**src/hw/rtl/pib_pkg.sv**
```systemverilog
`timescale 1ns / 1ps
// ----------------------------------------------------------------------------
// pib_pkg: shared types and constants of the point-in-box classifier
// function codes, status codes, fixed field widths and the cell command
// ----------------------------------------------------------------------------
package pib_pkg;

    localparam int MAX_BOXES_DEF  = 32;
    localparam int COORD_BITS_DEF = 16;

    localparam int FUNC_W        = 2;
    localparam int SIZE_W        = 16;
    localparam int TOL_W         = 15;
    localparam int STATUS_W      = 2;
    localparam int QNUM_W        = 16;
    localparam int BOX_INDEX_W   = 5;
    localparam int MATCH_COUNT_W = 6;

    localparam logic [FUNC_W-1:0] FUNC_CLEAR = 2'd0;
    localparam logic [FUNC_W-1:0] FUNC_LOAD  = 2'd1;
    localparam logic [FUNC_W-1:0] FUNC_QUERY = 2'd2;

    localparam logic [STATUS_W-1:0] ST_ATTACHED = 2'd0;
    localparam logic [STATUS_W-1:0] ST_NONE     = 2'd1;
    localparam logic [STATUS_W-1:0] ST_AMBIG    = 2'd2;
    localparam logic [STATUS_W-1:0] ST_FULL     = 2'd3;

    // per-cell command from the controller
    typedef struct packed {
        logic             load;
        logic             occupied;
        logic [TOL_W-1:0] tolerance;
    } cell_cmd_t;

endpackage

```
**src/hw/rtl/pib_cell.sv**
```systemverilog
`timescale 1ns / 1ps
// ----------------------------------------------------------------------------
// pib_cell: one box slot of the classifier chain
// holds one box, tests the passing query wave and hands it to the next cell
// ----------------------------------------------------------------------------
module pib_cell #(
    parameter int MAX_BOXES  = pib_pkg::MAX_BOXES_DEF,
    parameter int COORD_BITS = pib_pkg::COORD_BITS_DEF,
    parameter int INDEX      = 0,
    localparam int IDX_W     = (MAX_BOXES > 1) ? $clog2(MAX_BOXES) : 1,
    localparam int CNT_W     = $clog2(MAX_BOXES + 1)
) (
    input  logic                         clk,
    input  logic                         rst_n,
    input  pib_pkg::cell_cmd_t           cmd,
    input  logic signed [COORD_BITS-1:0] ld_cx,
    input  logic signed [COORD_BITS-1:0] ld_cy,
    input  logic [pib_pkg::SIZE_W-1:0]   ld_w,
    input  logic [pib_pkg::SIZE_W-1:0]   ld_h,
    input  logic                         wi_valid,
    input  logic signed [COORD_BITS-1:0] wi_px,
    input  logic signed [COORD_BITS-1:0] wi_py,
    input  logic [CNT_W-1:0]             wi_count,
    input  logic [IDX_W-1:0]             wi_first,
    output logic                         wo_valid,
    output logic signed [COORD_BITS-1:0] wo_px,
    output logic signed [COORD_BITS-1:0] wo_py,
    output logic [CNT_W-1:0]             wo_count,
    output logic [IDX_W-1:0]             wo_first,
    output logic                         hit
);
    import pib_pkg::*;

    // 2*(p-c) needs COORD_BITS+2 signed, size+2*tol needs 17 unsigned
    localparam int D_W   = COORD_BITS + 2;
    localparam int CMP_W = ((D_W > 18) ? D_W : 18) + 1;

    logic signed [COORD_BITS-1:0] cx_reg, cy_reg;
    logic [SIZE_W-1:0]            w_reg, h_reg;

    logic                         valid_reg;
    logic signed [COORD_BITS-1:0] px_reg, py_reg;
    logic [CNT_W-1:0]             count_reg;
    logic [IDX_W-1:0]             first_reg;
    logic                         hit_reg;

    logic signed [CMP_W-1:0] dx, dy, bx, by;
    logic                    contained;

    assign dx = (CMP_W'(wi_px) - CMP_W'(cx_reg)) <<< 1;
    assign dy = (CMP_W'(wi_py) - CMP_W'(cy_reg)) <<< 1;
    assign bx = $signed(CMP_W'(w_reg)) + $signed(CMP_W'(cmd.tolerance) << 1);
    assign by = $signed(CMP_W'(h_reg)) + $signed(CMP_W'(cmd.tolerance) << 1);

    assign contained = cmd.occupied && (dx >= -bx) && (dx <= bx) &&
                       (dy >= -by) && (dy <= by);

    always_ff @(posedge clk)
    begin
        if (cmd.load)
        begin
            cx_reg <= ld_cx;
            cy_reg <= ld_cy;
            w_reg  <= ld_w;
            h_reg  <= ld_h;
        end
    end

    always_ff @(posedge clk or negedge rst_n)
    begin
        if (!rst_n)
            valid_reg <= 1'b0;
        else
            valid_reg <= wi_valid;
    end

    always_ff @(posedge clk)
    begin
        if (wi_valid)
        begin
            px_reg    <= wi_px;
            py_reg    <= wi_py;
            hit_reg   <= contained;
            count_reg <= wi_count + CNT_W'(contained);
            // first containing box seen along the chain
            first_reg <= (contained && (wi_count == '0)) ? IDX_W'(INDEX) : wi_first;
        end
    end

    assign wo_valid = valid_reg;
    assign wo_px    = px_reg;
    assign wo_py    = py_reg;
    assign wo_count = count_reg;
    assign wo_first = first_reg;
    assign hit      = hit_reg;

endmodule

```
**config.mk**
```make
export PLATFORM = sky130hd
export DESIGN_NAME = pib_cell
export DESIGN_NICKNAME = d
export VERILOG_FILES = /design/src/hw/rtl/pib_pkg.sv /design/src/hw/rtl/pib_cell.sv
export SDC_FILE = /design/constraint.sdc
export NUM_CORES = 1
export LEC_CHECK = 0
export ABC_AREA = 1
export BUFFER_PORTS_ARGS = -buffer_cell sky130_fd_sc_hd__clkbuf_2
export CAP_MARGIN = 5
export CORE_MARGIN = 2
export CORE_UTILIZATION = 57
export DETAILED_ROUTE_END_ITERATION = 10
export PLACE_DENSITY = 0.87
export SKIP_LAST_GASP = 1
export SYNTH_ARGS = -nofsm -noshare
export SYNTH_HDL_FRONTEND = slang
export SYNTH_SLANG_ARGS = --single-unit
```
**constraint.sdc**
```tcl
create_clock -name clk -period 4.5 [get_ports clk]
set_input_delay 0.45 -clock clk [delete_from_list [all_inputs] [get_ports clk]]
set_output_delay 0.45 -clock clk [all_outputs]
set_load 0.01 [all_outputs]
```
Yosys cells after proc, flatten, opt, wreduce, memory -nomap -nowiden
Cells that the tools add are included.
Widths: inputs -> output; s select.

word-level totals
  flip-flop bits (word level) = 109
  latch bits = 0
  RAM bits = 0
  ROM bits = 0
  bits of input ports = 127
  output and inout bits = 45
  word-level logic and storage cells = 27
  memories kept = 0

operators by class
  add/subtract/negate cells = 7
  multipliers = 0
  divide/modulo/power cells = 0
  order comparisons = 4
  equal/unequal tests = 0
  shift operators = 0
  mux-type cells = 0
  bitwise operators = 0
  reductions and logical operators = 6

operator list
  cell               count
  $ge 18x19->1       2
  $neg 17->19        2
  $le 18x18->1       2
  $add 16x16->17     2
  $sub 16x16->17     2
  $add 6x1->6        1
  $logic_not 6->1    1
  $logic_and 1x1->1  5

Logic depth before layout (Yosys ltp)
  depth after elaboration = 8
  gate-level depth with buffers = 35
  depth with buffers taken out = 35

Least setup slack after synthesis
Ideal clock, no wire load.

  path type = input port to flip-flop
  start = in cmd[0] (netlist name)
  end = reg count_reg[4], in the netlist wo_count[4] (data pin)
  setup time = 258 ps
  arrival = 3875 ps
  path slack = 368 ps
  cell stages on the path = 34
  path buffers = 0
  path through = ha_1 > inv_1 > fa_1 > inv_1 > nand3_1 > nand2_1 > nand2_1 > nand2_2 > nand2_1 > nand2_1 > nand2_1 > nand2_1 > nand2_1 > nor3_1 > nand3_1 > xnor2_1 > inv_1 > ha_1 > nand2_1 > inv_1 > nand3_1 > nor2_1 > nand4_1 > nand3_1 > nand2_1 > nand2_1 > nand2_1 > nor2_1 > nand3_1 > inv_1 > ha_1 > ha_1 > nand3_1 > xor2_1

on the way
  cells in the longest elaborated chain, start to end = 8
  elaborated cells on any way between the ends = 13
  those cells by class = 5 x add/sub; 4 x order compare; 4 x reduce/logical

ends and longest elaborated chain
  element                          line            RTL
  start, declared                  pib_cell.sv:15  input pib_pkg::cell_cmd_t cmd,
  $add 16x16->17                   pib_cell.sv:52  assign bx = $signed(CMP_W'(w_reg)) + $signed(CMP_W'(cmd.tolerance) << 1);
  $neg 17->19                      pib_cell.sv:55  assign contained = cmd.occupied && (dx >= -bx) && (dx <= bx) &&
  $ge 18x19->1                     pib_cell.sv:55
  $logic_and 1x1->1 (3 in series)  pib_cell.sv:55
  $logic_and 1x1->1 *              pib_cell.sv:56  (dy >= -by) && (dy <= by);
  via contained                    pib_cell.sv:48  logic contained;
  $add 6x1->6 *                    pib_cell.sv:84  count_reg <= wi_count + CNT_W'(contained);
  end signal, assigned             pib_cell.sv:84
  end, declared                    pib_cell.sv:43  logic [CNT_W-1:0] count_reg;

The timed path passes the listed nets; every way through them passes the cells marked *.
A chain may end at the register's enable or synchronous reset.

Worst setup path after layout
  start = reg w_reg[1]
  end = reg count_reg[2], in the netlist wo_count[2] (data pin)

on the way
  cells in the longest elaborated chain, start to end = 8
  elaborated cells on any way between the ends = 9
  those cells by class = 3 x add/sub; 2 x order compare; 4 x reduce/logical

ends and longest elaborated chain
  element                            line            RTL
  start, declared                    pib_cell.sv:39  logic [SIZE_W-1:0] w_reg, h_reg;
  start signal, assigned             pib_cell.sv:64  w_reg <= ld_w;
  $add 16x16->17 *                   pib_cell.sv:52
  $neg 17->19                        pib_cell.sv:55
  $ge 18x19->1                       pib_cell.sv:55
  $logic_and 1x1->1                  pib_cell.sv:55
  $logic_and 1x1->1 * (2 in series)  pib_cell.sv:55
  $logic_and 1x1->1 *                pib_cell.sv:56
  via contained                      pib_cell.sv:48
  $add 6x1->6 *                      pib_cell.sv:84

Marked as above.

==> reports/metrics.cfg <==
[clock_network]
cts_root_buffer = clkbuf_16
clock_path_buffers = 2
clock_latency_ps = 350
numCtsBuffers = 9
h-tree-depth = 3
cts_tree = yes
cts_sinks = 109
clkTransAtPathRegs_ps = 70

[global_route]
grt_first_pass_wirelength_um = 34300
grt_use_total_pct = 25.5
antenna_found_initial = 0
grt_pass1_vias = 7503
overflow = 0
grt_max_degree = 46

[outcome]
status = finished clean

[routing]
antenna_left = 0
routed-via-count = 8018
wl_per_cell_um = 14.4
highest_layer = met4
drtIter0Drc = 576
met1_length_um = 9690
dr.pass1.iters = 5
drc = 0
via_per_inst = 5.42
met2_length_um = 9810
wirelength_um = 21300
met3_length_um = 1480

[setup_path]
cp-start-kind = register
crit_path_end_kind = register
crit_arrival_ps = 4450
crit_slowest_cell = fa_2
path_max_fanout = 3
path_common_cell = nor2_4
required_ps = 4600
slowest_delay_ps = 540
critical_path_class = register to register

[yosys]
synth-async-reset-ratio_pct = 0.917
syn_avg_cell_area_sq_um = 8.65
synth_seq_cells = 109
syn_inst = 1040
synth_top_cell_area_share_pct = 36.0
synth_top_area_cell = edfxtp_1
synth_top_flop_cell = edfxtp_1
synth_edf_count = 108
yosys_warnings = 0
synth_cell_types = 40
synthTopCellsByArea = edfxtp_1 36%, ha_1 19%, nand2_1 9.3%
synth_fp_nets = 1307
synth_area_sq_um = 9000
ys_seq_area_share_pct = 36.3

[layout]
final_cell_mix = 214 x nand2_1, 170 x clkbuf_2, 147 x inv_1, 127 x ha_1, 108 x edfxtp_1
final_core_util_pct = 71.5
areaGrowthSynthToFinish_pct = 21.7
mostFrequentLayoutCell = nand2_1
diodes = 0
final_layout_size_suffix_gt1_share_pct = 24.5
instances_no_fill = 1478
num-nets-final = 1530
fillers = 1137
fin_area_sq_um = 11000

[sta]
min_period_over_period_pct = 96.6
rsz0062_at_grt = yes
final_hold_viol_count = 0
slew_viol_final = 0
fin_worst_skew_ps = 9.49
relSlewSlack_pct = 53.0
setup_viol = 0
period_needed_ps = 4350
worst_slack_ps = 152
hold-worst-slack_ps = 264
setup_tns_ps = 0
worst_pin_slew_ps = 705
clock.fmax_ghz = 0.230

[placement]
gp_congestion = 0.942
dp_slack_ps = -191
place_area_sq_um = 10300
place_inst = 1452
portBuffers = 171
dp_hpwl_um = 17000

[die]
die_area_sq_um = 16800
num_rows = 45
start_util_pct = 58.8
core-area_sq_um = 15300
ios = 172
fp.dieW_um = 130
die_h_um = 130

[pwr]
peakVddDrop_uv = 282
p_leak_nw = 5.50
power_frac_seq_pct = 32.0
pwr-share-clk_pct = 21.8
finalPower_mw = 3.85
swShare_pct = 37.4
p_sw_mw = 1.44
p_int_mw = 2.41
pwr-share-comb_pct = 46.2
power_density_nw_per_um2 = 351

[hold_path]
min_path_type = input port to register

[run]
maxCapViolCount = 0

[cells by family (layout without fill, tap and decap cells)]
kind of cell,Yosys count,in the layout,share of synthesized area [%]
xor gates and xnor gates,68,68,7.62
adders and majority gates,140,140,20.0
DFF,109,109,36.3
buffers and inverters,157,384,6.55
and+or+nand+nor,428,428,21.2
AOI/OAI and AO/OA,138,138,8.40
[critical path: cells and delay by family (launching register included)]
family	cells	cell delay [ps]
xor+xnor	1	140
buf+inv	5	380
fa+ha+maj	5	1200
simple gates	19	2020
flops	1	330
[final timing paths]
path / startpoint / to / slack [ps] / depth (start not counted)
max in group asynchronous: rst_n / wo_valid / 4020 / 2
setup / recovery: w_reg[1] / wo_count[2] / 150 / 30
setup reg to reg: w_reg[1] / wo_count[2] / 150 / 30
hold reg to reg: h_reg[0] / hit / 1110 / 6
min in group asynchronous: rst_n / wo_valid / 400 / 2
hold / removal: ld_cx[6] / cx_reg[6] / 260 / 1
[per-layer routing]
layer / up-vias / GRT usage, %
met1: 3703 / 35.5
met5: - / 0
met3: 31 / 4.58
li1: 3967 / -
met4: 0 / 5.95
met2: 317 / 41.7
[Yosys cell counts (3+ instances only)]
cell	n
xnor2_2	5
nand3b_1	6
nor2_1	75
o21ai_0	30
a31oi_1	3
o21ai_1	4
inv_2	4
nand2_1	222
nand4_1	20
a21oi_1	78
o21bai_1	4
a21o_1	6
nand2_2	9
o21a_1	5
fa_1	6
nand3_1	63
edfxtp_1	108
xor2_1	37
ha_1	134
nor2_4	3
nand3_2	4
nor3_1	10
nor2_2	5
xnor2_1	22
a21oi_2	3
inv_1	152
[power by group through the flow]
stage / logic [mW] / registers (mW) / clock network, mW
3_3_place_gp: 1.58 / 1.25 / 0
4_1_cts: 1.68 / 1.23 / 0.852
5_1_grt: 2.01 / 1.24 / 0.890
3_5_place_dp: 1.66 / 1.25 / 0
2_1_floorplan: 1.15 / 1.26 / 0
6_report: 1.78 / 1.23 / 0.838
[layout make-up]
cell class,count,area [sq um],share of cell area (%)
flip-flops and latches,109,3270,29.8
inverters,157,589,5.38
clock buffers,11,233,2.12
clock inverters,4,72.6,0.662
well taps,211,264,2.41
repair buffers,212,1170,10.7
multi-input cells,774,5360,48.9
[what timing repair did]
item | 4_1_cts | 5_1_grt
hold endpoints to repair | 1 | 0
setup buffers | 0 | 10
endpoints found under the setup margin | 0 | 11
hold buffers | 1 | 0
gates resized for setup | 0 | 61
Power figures use the tool's default switching activity.
